File: src/rtl/core/lfire_pkg.sv
// lfire_pkg: shared types, constants and mask tables of the fire effect core
// used by every module under rtl/core except lfire_checker; depends on nothing else
package lfire_pkg;

  localparam int COLUMNS   = 8;
  localparam int ROWS      = 15;
  localparam int ROW_W     = COLUMNS * 8;
  localparam int COL_IDX_W = $clog2(COLUMNS);
  localparam int ROW_IDX_W = $clog2(ROWS);

  localparam logic [7:0] PHASE_FULL = 8'd100;
  // 2^22 / 100 rounded up, exact quotient for sums up to 25500
  localparam logic [15:0] RECIP       = 16'd41944;
  localparam int          RECIP_SHIFT = 22;

  localparam logic [6:0] PHASE_STEP_RESET = 7'd25;
  localparam logic [7:0] HUE_BASE_RESET   = 8'd8;

  typedef enum logic [0:0] {
    REG_PHASE_STEP = 1'b0,
    REG_HUE_BASE   = 1'b1
  } cfg_reg_t;

  typedef logic [ROW_W-1:0] row_t;

  typedef struct packed {
    logic shift;   // frame advance: rows move up, seed enters row 0
    logic rotate;  // ring step while rows are drawn
  } heat_ctrl_t;

  // every mask row is mirror symmetric, so byte order within the concat is moot
  function automatic row_t value_mask_row(input logic [ROW_IDX_W-1:0] y);
    row_t r;
    case (y)
      4'd0:    r = {8'd32, 8'd0, 8'd0, 8'd0, 8'd0, 8'd0, 8'd0, 8'd32};
      4'd1:    r = {8'd64, 8'd0, 8'd0, 8'd0, 8'd0, 8'd0, 8'd0, 8'd64};
      4'd2:    r = {8'd96, 8'd32, 8'd0, 8'd0, 8'd0, 8'd0, 8'd32, 8'd96};
      4'd3:    r = {8'd128, 8'd64, 8'd32, 8'd0, 8'd0, 8'd32, 8'd64, 8'd128};
      4'd4:    r = {8'd160, 8'd96, 8'd64, 8'd32, 8'd32, 8'd64, 8'd96, 8'd160};
      4'd5:    r = {8'd192, 8'd128, 8'd96, 8'd64, 8'd64, 8'd96, 8'd128, 8'd192};
      4'd6:    r = {8'd255, 8'd160, 8'd128, 8'd96, 8'd96, 8'd128, 8'd160, 8'd255};
      4'd7:    r = {8'd255, 8'd192, 8'd160, 8'd128, 8'd128, 8'd160, 8'd192, 8'd255};
      4'd8:    r = {8'd255, 8'd220, 8'd185, 8'd150, 8'd150, 8'd185, 8'd220, 8'd255};
      4'd9:    r = {8'd255, 8'd255, 8'd220, 8'd185, 8'd185, 8'd220, 8'd255, 8'd255};
      4'd10:   r = {8'd255, 8'd255, 8'd255, 8'd220, 8'd220, 8'd255, 8'd255, 8'd255};
      default: r = {COLUMNS{8'd255}};
    endcase
    return r;
  endfunction

  function automatic row_t hue_mask_row(input logic [ROW_IDX_W-1:0] y);
    row_t r;
    case (y)
      4'd0:    r = {8'd1, 8'd8, 8'd16, 8'd24, 8'd24, 8'd16, 8'd8, 8'd1};
      4'd1:    r = {8'd1, 8'd8, 8'd16, 8'd20, 8'd20, 8'd16, 8'd8, 8'd1};
      4'd2:    r = {8'd1, 8'd8, 8'd13, 8'd19, 8'd19, 8'd13, 8'd8, 8'd1};
      4'd3:    r = {8'd1, 8'd5, 8'd11, 8'd13, 8'd13, 8'd11, 8'd5, 8'd1};
      4'd4:    r = {8'd1, 8'd5, 8'd11, 8'd11, 8'd11, 8'd11, 8'd5, 8'd1};
      4'd5:    r = {8'd0, 8'd1, 8'd5, 8'd8, 8'd8, 8'd5, 8'd1, 8'd0};
      4'd6:    r = {8'd0, 8'd0, 8'd1, 8'd5, 8'd5, 8'd1, 8'd0, 8'd0};
      4'd7:    r = {8'd0, 8'd0, 8'd0, 8'd1, 8'd1, 8'd0, 8'd0, 8'd0};
      default: r = '0;
    endcase
    return r;
  endfunction

  // hue base plus mask, each byte wrapping on its own
  function automatic row_t row_hues(input logic [7:0] base, input logic [ROW_IDX_W-1:0] y);
    row_t m;
    row_t r;
    m = hue_mask_row(y);
    for (int x = 0; x < COLUMNS; x++) begin
      r[8*x +: 8] = base + m[8*x +: 8];
    end
    return r;
  endfunction

endpackage

File: src/rtl/core/lfire_blend.sv
// lfire_blend: shared column unit, phase blend of two heat bytes,
// divide by 100 through a reciprocal and mask subtract with clamp; uses lfire_pkg
module lfire_blend (
  input  logic                          clk,
  input  logic                          rst,
  input  logic                          issue,
  input  logic [lfire_pkg::COL_IDX_W-1:0] col_in,
  input  logic [7:0]                    upper,
  input  logic [7:0]                    lower,
  input  logic [6:0]                    phase,
  input  logic [7:0]                    mask,
  output logic                          res_valid,
  output logic [lfire_pkg::COL_IDX_W-1:0] res_col,
  output logic [7:0]                    res_value
);
  import lfire_pkg::*;

  logic [6:0]  weight_up;
  logic [14:0] sum_next;
  logic [14:0] sum;
  logic [7:0]  mask_q;
  logic [30:0] scaled;
  logic [7:0]  quot;

  assign weight_up = 7'(PHASE_FULL - {1'b0, phase});
  assign sum_next  = 15'(weight_up * upper) + 15'(phase * lower);

  always_ff @(posedge clk) begin
    if (rst) begin
      res_valid <= 1'b0;
    end else begin
      res_valid <= issue;
    end
    sum     <= sum_next;
    mask_q  <= mask;
    res_col <= col_in;
  end

  assign scaled    = 31'(sum * RECIP);
  assign quot      = scaled[RECIP_SHIFT +: 8];
  assign res_value = (quot > mask_q) ? 8'(quot - mask_q) : 8'd0;

endmodule

File: src/rtl/core/lfire_heat.sv
// lfire_heat: heat rows as a ring of row registers plus the held seed line;
// shifts on frame advance and rotates one row per drawn row; uses lfire_pkg
module lfire_heat (
  input  logic                  clk,
  input  logic                  rst,
  input  lfire_pkg::heat_ctrl_t ctrl,
  input  lfire_pkg::row_t       random_line,
  output lfire_pkg::row_t       top_row,
  output lfire_pkg::row_t       below_row,
  output lfire_pkg::row_t       seed_row
);
  import lfire_pkg::*;

  row_t rows [ROWS];
  row_t seed;

  always_ff @(posedge clk) begin
    if (rst) begin
      for (int y = 0; y < ROWS; y++) begin
        rows[y] <= '0;
      end
      seed <= '0;
    end else if (ctrl.shift || ctrl.rotate) begin
      for (int y = 1; y < ROWS; y++) begin
        rows[y] <= rows[y-1];
      end
      if (ctrl.shift) begin
        rows[0] <= seed;
        seed    <= random_line;
      end else begin
        rows[0] <= rows[ROWS-1];
      end
    end
  end

  // after k rotations the top tap holds row ROWS-1-k
  assign top_row   = rows[ROWS-1];
  assign below_row = rows[ROWS-2];
  assign seed_row  = seed;

endmodule

File: src/rtl/core/led_fire_effect_frame_core.sv
// led_fire_effect_frame_core: top level, frame sequencer around the heat ring
// and the shared column blend unit; uses lfire_pkg, lfire_heat, lfire_blend
//
// Usage:
//   s_* channel: one word per frame tick, tdata = eight random heat bytes.
//   m_* channel: fifteen words per tick, top row (14) first, row 0 last with
//   tlast high. m_tdata holds row index, brightness bytes and hue bytes.
//   cfg_*: write phase step (index 0) and hue base (index 1) while idle.
// Timing:
//   The single column unit handles one byte a cycle, so a row is issued
//   column by column in the calc state, then passes the drain state and
//   waits in the output state until a ready receiver takes it. s_tready
//   is high only while no frame is in progress.
// Reset:
//   rst (synchronous) clears the heat rows, seed line and blend phase and
//   loads the register defaults; no words are pending afterwards.
// Stall:
//   a row word is held in the output registers until taken; the next row is
//   computed only after that, so backpressure stretches the frame.
module led_fire_effect_frame_core (
  input  logic         clk,
  input  logic         rst,
  input  logic         s_tvalid,
  output logic         s_tready,
  input  logic [63:0]  s_tdata,   // [63:0] random_line
  output logic         m_tvalid,
  input  logic         m_tready,
  output logic [135:0] m_tdata,   // [3:0] row_index, [67:4] row_values, [131:68] row_hues
  output logic         m_tlast,   // last_row
  input  logic         cfg_we,
  input  logic [0:0]   cfg_index,
  input  logic [7:0]   cfg_data
);
  import lfire_pkg::*;

  typedef enum logic [1:0] {
    ST_IDLE,
    ST_CALC,
    ST_DRAIN,
    ST_OUT
  } state_t;

  state_t               state;
  logic [7:0]           blend_phase;
  logic [6:0]           phase_step;
  logic [7:0]           hue_base;
  logic [ROW_IDX_W-1:0] row;
  logic [COL_IDX_W-1:0] col;
  row_t                 vals;
  row_t                 hues;

  heat_ctrl_t           heat_ctrl;
  row_t                 top_row;
  row_t                 below_row;
  row_t                 seed_row;
  row_t                 lower_row;
  row_t                 mask_row;

  logic                 in_fire;
  logic                 out_fire;
  logic                 issue;
  logic                 res_valid;
  logic [COL_IDX_W-1:0] res_col;
  logic [7:0]           res_value;

  assign in_fire  = s_tvalid && s_tready;
  assign out_fire = m_tvalid && m_tready;
  assign issue    = (state == ST_CALC);

  assign heat_ctrl.shift  = in_fire && (blend_phase >= PHASE_FULL);
  assign heat_ctrl.rotate = out_fire;

  lfire_heat u_heat (
    .clk        (clk),
    .rst        (rst),
    .ctrl       (heat_ctrl),
    .random_line(s_tdata),
    .top_row    (top_row),
    .below_row  (below_row),
    .seed_row   (seed_row)
  );

  // row 0 blends against the seed line and takes no mask
  assign lower_row = (row == '0) ? seed_row : below_row;
  assign mask_row  = (row == '0) ? '0 : value_mask_row(row);

  lfire_blend u_blend (
    .clk      (clk),
    .rst      (rst),
    .issue    (issue),
    .col_in   (col),
    .upper    (top_row[8*col +: 8]),
    .lower    (lower_row[8*col +: 8]),
    .phase    (blend_phase[6:0]),
    .mask     (mask_row[8*col +: 8]),
    .res_valid(res_valid),
    .res_col  (res_col),
    .res_value(res_value)
  );

  always_ff @(posedge clk) begin
    if (rst) begin
      state       <= ST_IDLE;
      blend_phase <= '0;
      phase_step  <= PHASE_STEP_RESET;
      hue_base    <= HUE_BASE_RESET;
      m_tvalid    <= 1'b0;
      row         <= '0;
      col         <= '0;
    end else begin
      if (cfg_we) begin
        case (cfg_index)
          REG_PHASE_STEP: phase_step <= cfg_data[6:0];
          REG_HUE_BASE:   hue_base   <= cfg_data;
          default:        ;
        endcase
      end
      case (state)
        ST_IDLE: begin
          if (in_fire) begin
            if (blend_phase >= PHASE_FULL) begin
              blend_phase <= '0;
            end
            row   <= ROW_IDX_W'(ROWS - 1);
            col   <= '0;
            state <= ST_CALC;
          end
        end
        ST_CALC: begin
          col <= col + 1'b1;
          if (col == COL_IDX_W'(COLUMNS - 1)) begin
            state <= ST_DRAIN;
          end
        end
        ST_DRAIN: begin
          // last column lands this cycle
          m_tvalid <= 1'b1;
          hues     <= row_hues(hue_base, row);
          state    <= ST_OUT;
        end
        ST_OUT: begin
          if (out_fire) begin
            m_tvalid <= 1'b0;
            col      <= '0;
            if (row == '0) begin
              blend_phase <= blend_phase + {1'b0, phase_step};
              state       <= ST_IDLE;
            end else begin
              row   <= row - 1'b1;
              state <= ST_CALC;
            end
          end
        end
        default: state <= ST_IDLE;
      endcase
    end
    if (res_valid) begin
      vals[8*res_col +: 8] <= res_value;
    end
  end

  assign s_tready = (state == ST_IDLE);
  assign m_tdata  = {4'd0, hues, vals, row};
  assign m_tlast  = (row == '0);

endmodule

File: config.mk
export PLATFORM = sky130hd
export DESIGN_NAME = led_fire_effect_frame_core
export DESIGN_NICKNAME = d
export VERILOG_FILES = /design/src/rtl/core/lfire_pkg.sv /design/src/rtl/core/lfire_blend.sv /design/src/rtl/core/lfire_heat.sv /design/src/rtl/core/led_fire_effect_frame_core.sv
export SDC_FILE = /design/constraint.sdc
export NUM_CORES = 2
export LEC_CHECK = 0
export BUFFER_PORTS_ARGS = -buffer_cell sky130_fd_sc_hd__buf_2
export CAP_MARGIN = 20
export CORE_MARGIN = 2
export CORE_UTILIZATION = 55
export DETAILED_ROUTE_END_ITERATION = 10
export PLACE_DENSITY = 0.81
export REMOVE_ABC_BUFFERS = 1
export SYNTH_ARGS = -nofsm -noshare
export SYNTH_HDL_FRONTEND = slang
export SYNTH_SLANG_ARGS = --single-unit
File: constraint.sdc
create_clock -name clk -period 14.5 [get_ports clk]
set_input_delay 2.175 -clock clk [delete_from_list [all_inputs] [get_ports clk]]
set_output_delay 2.175 -clock clk [all_outputs]
set_load 0.01 [all_outputs]
# --- Yosys cells after proc, flatten, opt, wreduce, memory -nomap -nowiden ---
# Memory sizes are Yosys's and may differ from the RTL's. A register that Yosys moved wholly into a read port is not among the register bits.
# Index checks and enable logic that the tools add are counted.
word_totals:
  register_bits: 252
  ramBits: 960
  rom_bits: 1248
  output_inout_bits: 139
  elab_cells: 147
  mem_count: 3
memory_table:
  columns: ["memory", "depth", "word_bits", "read_ports", "rd_ports_with_merged_regs", "wr", "line", "rtl"]
  rows:
  - ["(no name shown)", 16, 64, 1, 1, 0, "lfire_pkg.sv:34", "case (y)"]
  - ["u_heat.rows", 15, 64, 15, 0, 15, "lfire_heat.sv:14", "row_t rows [ROWS];"]
  - ["(no name shown)", 8, 28, 1, 1, 0, "lfire_pkg.sv:53", "case (y)"]
op_classes:
  addsub: 15
  multipliers: 3
  magnitude_cmp: 2
  n_eq_ne: 10
  shift: 5
  n_mux: 59
  bitwise: 18
  reduce_logical: 18
ops:
  columns: ["operator", "count"]
  rows:
  - ["two-way mux 64 bit", 21]
  - ["indexed part select 64 x 7 -> 8 bit", 3]
  - ["adder 8 bit", 8]
  - ["bitwise mux 64 bit", 1]
  - ["variable shift 8 x 34 -> 64 bit, first input constant", 1]
  - ["indexed part select 8 x 34 -> 64 bit", 1]
  - ["two-way mux 8 bit", 5]
  - ["negator 6 -> 34 bit", 1]
  - ["multiplier 7 x 8 -> 15 bit", 2]
  - ["multiplier 15 x 13 -> 27 bit, second input constant", 1]
  - ["two-way mux 4 bit", 5]
  - ["bitwise OR 1 bit", 16]
  - ["case mux 8 bit (2 select lines)", 1]
  - ["adder 15 bit", 1]
  - ["two-way mux 1 bit", 15]
  - ["two-way mux 3 bit", 4]
  - ["AND reduction 2 bit", 5]
  - ["case mux 3 bit (3 select lines)", 1]
  - ["adder 8 x 7 -> 8 bit", 1]
  - ["greater-or-equal comparator 8 x 7 -> 1 bit, second input constant", 1]
  - ["> comparator 8 bit", 1]
  - ["!= test 2 bit, second input constant", 4]
  - ["case mux 2 bit (4 select lines)", 1]
  - ["case mux 4 bit (2 select lines)", 1]
  - ["20 further kinds", 29]

# --- Logic depth before layout (Yosys ltp) ---
logic_depth:
  word_depth: 9
  mapped_depth: 27

# --- Cells and area by module ---
# Synthesis repeated with hierarchy kept, for this count alone.
unflattened:
  hier_cells: 4570
  area_unflattened_um2: 57532.7
by_module_without_submodules:
  columns: ["module", "n_inst", "cells_each", "area_each_um2"]
  rows:
  - ["lfire_heat", 1, 2872, 39745.6]
  - ["led_fire_effect_frame_core", 1, 814, 9480.3]
  - ["lfire_blend", 1, 884, 8306.7]

# --- Worst setup path before layout ---
# No wires, ideal clock.
synth_path:
  kind: "input-to-reg"
  start: "input port s_tvalid"
  end: "memory u_heat.rows[0][100] in the netlist's numbering, enable pin"
  setup_ps: 923
  arrival_time_ps: 14200
  t_required_ps: 13577
  path_slack_ps: -623
  path_stages: 8
  cell_sequence: "nand2_1 > nor2_1 > nor2_1 > and2_1 > buf_2 > buf_2 > buf_2 > inv_1"
synth_rtl:
  columns: ["element", "line", "rtl"]
  rows:
  - ["from (decl)", "led_fire_effect_frame_core.sv:23", "input logic s_tvalid,"]
  - ["to (decl)", "lfire_heat.sv:14", null]

# --- Worst setup path in the final report ---
layout_path:
  start: "register col[0]"
  end: "register u_blend.sum[14]"
layout_between:
  elab_chain_cells: 3
  elab_cells_between_ends: 5
  cone_classes: "add/sub: 1; mul: 2; shift: 2"
layout_lines:
  columns: ["element", "line", "rtl"]
  rows:
  - ["from (decl)", "led_fire_effect_frame_core.sv:48", "logic [COL_IDX_W-1:0] col;"]
  - ["from (signal assigned)", "led_fire_effect_frame_core.sv:130", "col <= col + 1'b1;"]
  - ["indexed part select 64 x 7 -> 8 bit (on tied branches)", "led_fire_effect_frame_core.sv:92, led_fire_effect_frame_core.sv:93", null]
  - ["multiplier 7 x 8 -> 15 bit", "lfire_blend.sv:26", "assign sum_next = 15'(weight_up * upper) + 15'(phase * lower);"]
  - ["adder 15 bit *", "lfire_blend.sv:26", null]
  - ["via u_blend.sum_next[14]", "lfire_blend.sv:19", "logic [14:0] sum_next;"]
  - ["to (signal assigned)", "lfire_blend.sv:34", "sum <= sum_next;"]
  - ["to (decl)", "lfire_blend.sv:20", "logic [14:0] sum;"]
# Mark *: on every way through the listed nets, which the timed path passes. The rest lies on a longest branch.
# A chain may end at the register's enable or synchronous reset.

==> metrics.log <==
[metrics] run status: complete, no violations
[metrics] Post-CTS Setup Inserts: 0
[metrics] initial standard-cell utilization of the core: 55.54%
[metrics] most used standard cells in the synthesized netlist: edfxtp_1 (736), and2_1 (620), dfxtp_1 (474)
[metrics] number of storage elements in the synthesis netlist: 1210
[metrics] Max IR drop VDD: 0.1449 mV
[metrics] worst hold slack after final layout: 0.4169 ns
[metrics] final number of max-transition violations: 0
[metrics] unrepaired setup endpoints after global routing: no
[metrics] worst min-delay path class: reg2reg
[metrics] switching share of power: 25.32%
[metrics] number of synthesized flops with an enable pin: 736
[metrics] skew final: 0.05580 ns
[metrics] first-iteration detailed-routing DRC count: 2675
[metrics] number of clock sinks: 1210
[metrics] core utilization of the finished layout: 61.37%
[metrics] global router's overall resource usage: 20.98%
[metrics] fraction of the yosys area taken by sequential cells: 59.86%
[metrics] clock edge transition at the registers on the reported setup and hold paths: 0.07 ns
[metrics] maxcap violations: 0
[metrics] maximum level of the CTS H-tree: 3
[metrics] TritonCTS clock tree: yes
[metrics] number of gates resized after CTS: 0
[metrics] pwr dens: 137.6 mW/mm^2
[metrics] final setup violation count: 0
[metrics] library cell with the highest instance count after synthesis: edfxtp_1
[metrics] count of unique library cells instantiated by Yosys: 66
[metrics] critical path, cell by cell: buf_4 > mux4_2 > mux2i_1 > nand2b_1 > fa_1 > fa_1 > inv_1 > fa_1 > inv_1 > fa_1 > inv_1 > fa_1 > inv_1 > fa_1 > inv_1 > ha_1 > o21ai_0 > o21bai_1 > nor3_1 > o311a_1 > o21ai_0 > a21oi_1 > xnor2_1
[metrics] vertical die dimension: 313.8 um
[metrics] area of the core: 0.09501 mm^2
[metrics] via count of the routed design: 30090
[metrics] GRT Residual Overflow: 0
[metrics] largest stage delay on the critical path: 0.72 ns
[metrics] final hold vios: 0
[metrics] first-pass GRT wire length: 164300 um
[metrics] cell types with the largest area share after synthesis: edfxtp_1 (42%), dfxtp_1 (18%), and2_1 (7.4%)
[metrics] cell at the root of the clock tree: clkbuf_16
[metrics] leakage power figure: 23.94 nW
[metrics] pin count of the biggest net entering global routing: 321
[metrics] sum of internal, switching and leakage power: 0.008023 W
[metrics] count of antenna diodes in the layout: 0
[metrics] area growth from synthesis to layout: 10.49%
[metrics] remaining design rule violation count: 0
[metrics] relative contribution of combinational cells to total power: 11.4%
[metrics] total internal power: 0.005992 W
[metrics] share of the synthesized area in the top cell type: 41.88%
[metrics] routability-driven placement congestion ratio: 0.8705
[metrics] critical path endpoint category: flop
[metrics] total wirelength of the detailed-routed design: 102100 um
[metrics] number of buffers on the longest clock path: 3
[metrics] input/output buffers: 212
[metrics] start-to-end type of the worst setup path: reg2reg
[metrics] DIE WIDTH: 313.8 um
[metrics] most frequent cell on the critical path: fa_1
[metrics] std cell rows: 113
[metrics] number of antenna-violating nets in the routed design: 0
[metrics] final period demand of the worst path: 7.633 ns
[metrics] Crit path arrival time: 8.21 ns
[metrics] final cell area excluding filler cells: 0.05831 mm^2
[metrics] mean routed wirelength per cell: 18.62 um
[metrics] post-synthesis cell type with the largest combined area: edfxtp_1
[metrics] Clk network pwr share: 37.3%
[metrics] full die area: 0.09844 mm^2
[metrics] number of global-route vias before repair: 30130
[metrics] worst slew margin relative to its limit: 25.19%
[metrics] sum of negative setup slack: 0 ns
[metrics] fraction of layout cells with a size suffix above 1: 11.52%
[metrics] clk_lat worst skew: 0.72 ns
[metrics] first drt pass iteration count: 5
[metrics] net switching power: 0.002031 W
[metrics] DP Wirelength: 64690 um
[metrics] maximum operating frequency: 131.0 MHz
[metrics] sequential fraction of design power: 51.3%
[metrics] synthesized cell area: 0.05277 mm^2
[metrics] cell area reported after detailed placement: 0.05448 mm^2
[metrics] Yosys warnings: 0
[metrics] via density per instance: 5.486
[metrics] initial antenna violation count: 0
[metrics] count of boundary I/O pins: 217
[metrics] Async S/R FF share, synth: 0%
[metrics] synthesized area per cell: 13.16 um^2
[metrics] critical path launch point type: flop
[metrics] Crit Path Max Fanout: 50
[metrics] Primary FF master, synth: edfxtp_1
[metrics] worst slew pin tran: 1.122 ns
[metrics] final worst path period share: 52.64%
[metrics] Filler Cell Count: 7005
[metrics] count of hold buffers inserted by post-cts repair: 0
[metrics] Max stage delay cell, worst path: buf_4
[metrics] required time of the critical path: 15.07 ns
[metrics] number of instances in the synthesized netlist: 4011
[metrics] Post-layout nets: 4550
[metrics] cts bufs inserted: 117
==> cell usage in the layout (no fill, tap or decap), types with 9 or more instances in the layout <==
master	count
edfxtp_1	736
and2_1	619
dfxtp_1	471
a22o_1	384
inv_1	285
nand2_1	221
buf_2	211
ha_1	205
fa_1	152
nor2_1	128
a21oi_1	124
clkbuf_16	123
mux4_2	48
xnor2_1	41
clkbuf_1	41
o21ai_0	35
nor2b_1	34
nor3_1	27
buf_4	26
xor2_1	25
nand3_1	24
a21o_1	20
nand2b_1	18
mux4_1	17
mux2i_1	15
clkinv_1	14
clkinv_2	13
clkbuf_8	9
==> area by class of cell <==
cell class / instances / area [um^2] / share of cell area, %
sequential: 1210 / 31600 / 54.19
multi-input combinational: 2256 / 18880 / 32.39
clock buffer: 175 / 3368 / 5.777
tap: 1265 / 1583 / 2.715
timing repair buffer: 241 / 1326 / 2.275
inverter: 289 / 1092 / 1.873
clock inverter: 49 / 457.9 / 0.7854
==> metal layers <==
| metal | vias up | wire, um | track usage [%] |
|---|---|---|---|
| met5 | - | 0 | 0 |
| met4 | 0 | 2508 | 6.187 |
| met3 | 170 | 5440 | 3.173 |
| met2 | 780 | 48060 | 33.56 |
| met1 | 14910 | 46120 | 29.92 |
| li1 | 14230 | - | - |
==> cell families after synthesis <==
family	count (synthesis)	share of synthesized area, %
xor gates and xnor gates	66	1.095
muxes	84	3.265
AOI/OAI and AO/OA	633	9.240
buffers and inverters	548	4.441
adders and majority gates	357	10.63
and+or+nand+nor	1112	11.46
other	1	0.007106
DFF	1210	59.86
==> state kept, by name, summed over array words and instances, names as in the netlist, named ones only <==
| register | flops |
|---|---|
| row | 4 |
| u_blend.res_col | 3 |
| u_blend.sum | 15 |
| phase_step | 7 |
| u_heat.rows | 960 |
| u_heat.seed_row | 64 |
| m_tvalid | 1 |
| hues | 32 |
| blend_phase | 8 |
| state | 2 |
| col | 3 |
| vals | 64 |
| hue_base | 8 |
| u_blend.res_valid | 1 |
| u_blend.mask_q | 8 |
==> power groups by stage <==
| stage | clock (W) | combinational, W | sequential, W |
|---|---|---|---|
| global placement | 0 | 0.000894 | 0.00417 |
| global route | 0.00318 | 0.00101 | 0.00415 |
| detailed placement | 0 | 0.000916 | 0.00419 |
| floorplan | 0 | 0.000614 | 0.00422 |
| CTS | 0.00304 | 0.000923 | 0.00412 |
| finish | 0.00299 | 0.000917 | 0.00412 |
==> worst max-delay path, delay by kind of cell, from the launching register on <==
kind / cells / cell delay, ns
AOI/OAI and AO/OA: 5 / 0.96
xor gates and xnor gates: 1 / 0.13
adders and majority gates: 7 / 3.33
buffers and inverters: 6 / 0.98
DFF: 1 / 0.56
muxes: 2 / 1.12
and+or+nand+nor: 2 / 0.32
==> stage by stage <==
step	setup WS [ns]	std cells
final	6.867	5485
after global routing	6.349	5485
after CTS	6.784	5485
after detailed placement	6.815	5261
after global placement	6.986	5260
after floorplan	-16.40	3755
==> worst paths after layout <==
kind	start	to	slack, ns	cells past startpoint
hold / removal	u_heat.rows[1][67]	u_heat.rows[1][131]	0.42	1
setup / recovery	col[0]	u_blend.sum[14]	6.87	23
hold reg to reg	u_heat.rows[1][67]	u_heat.rows[1][131]	0.42	1
setup reg to reg	col[0]	u_blend.sum[14]	6.87	23
Power figures use the tool's default switching activity.
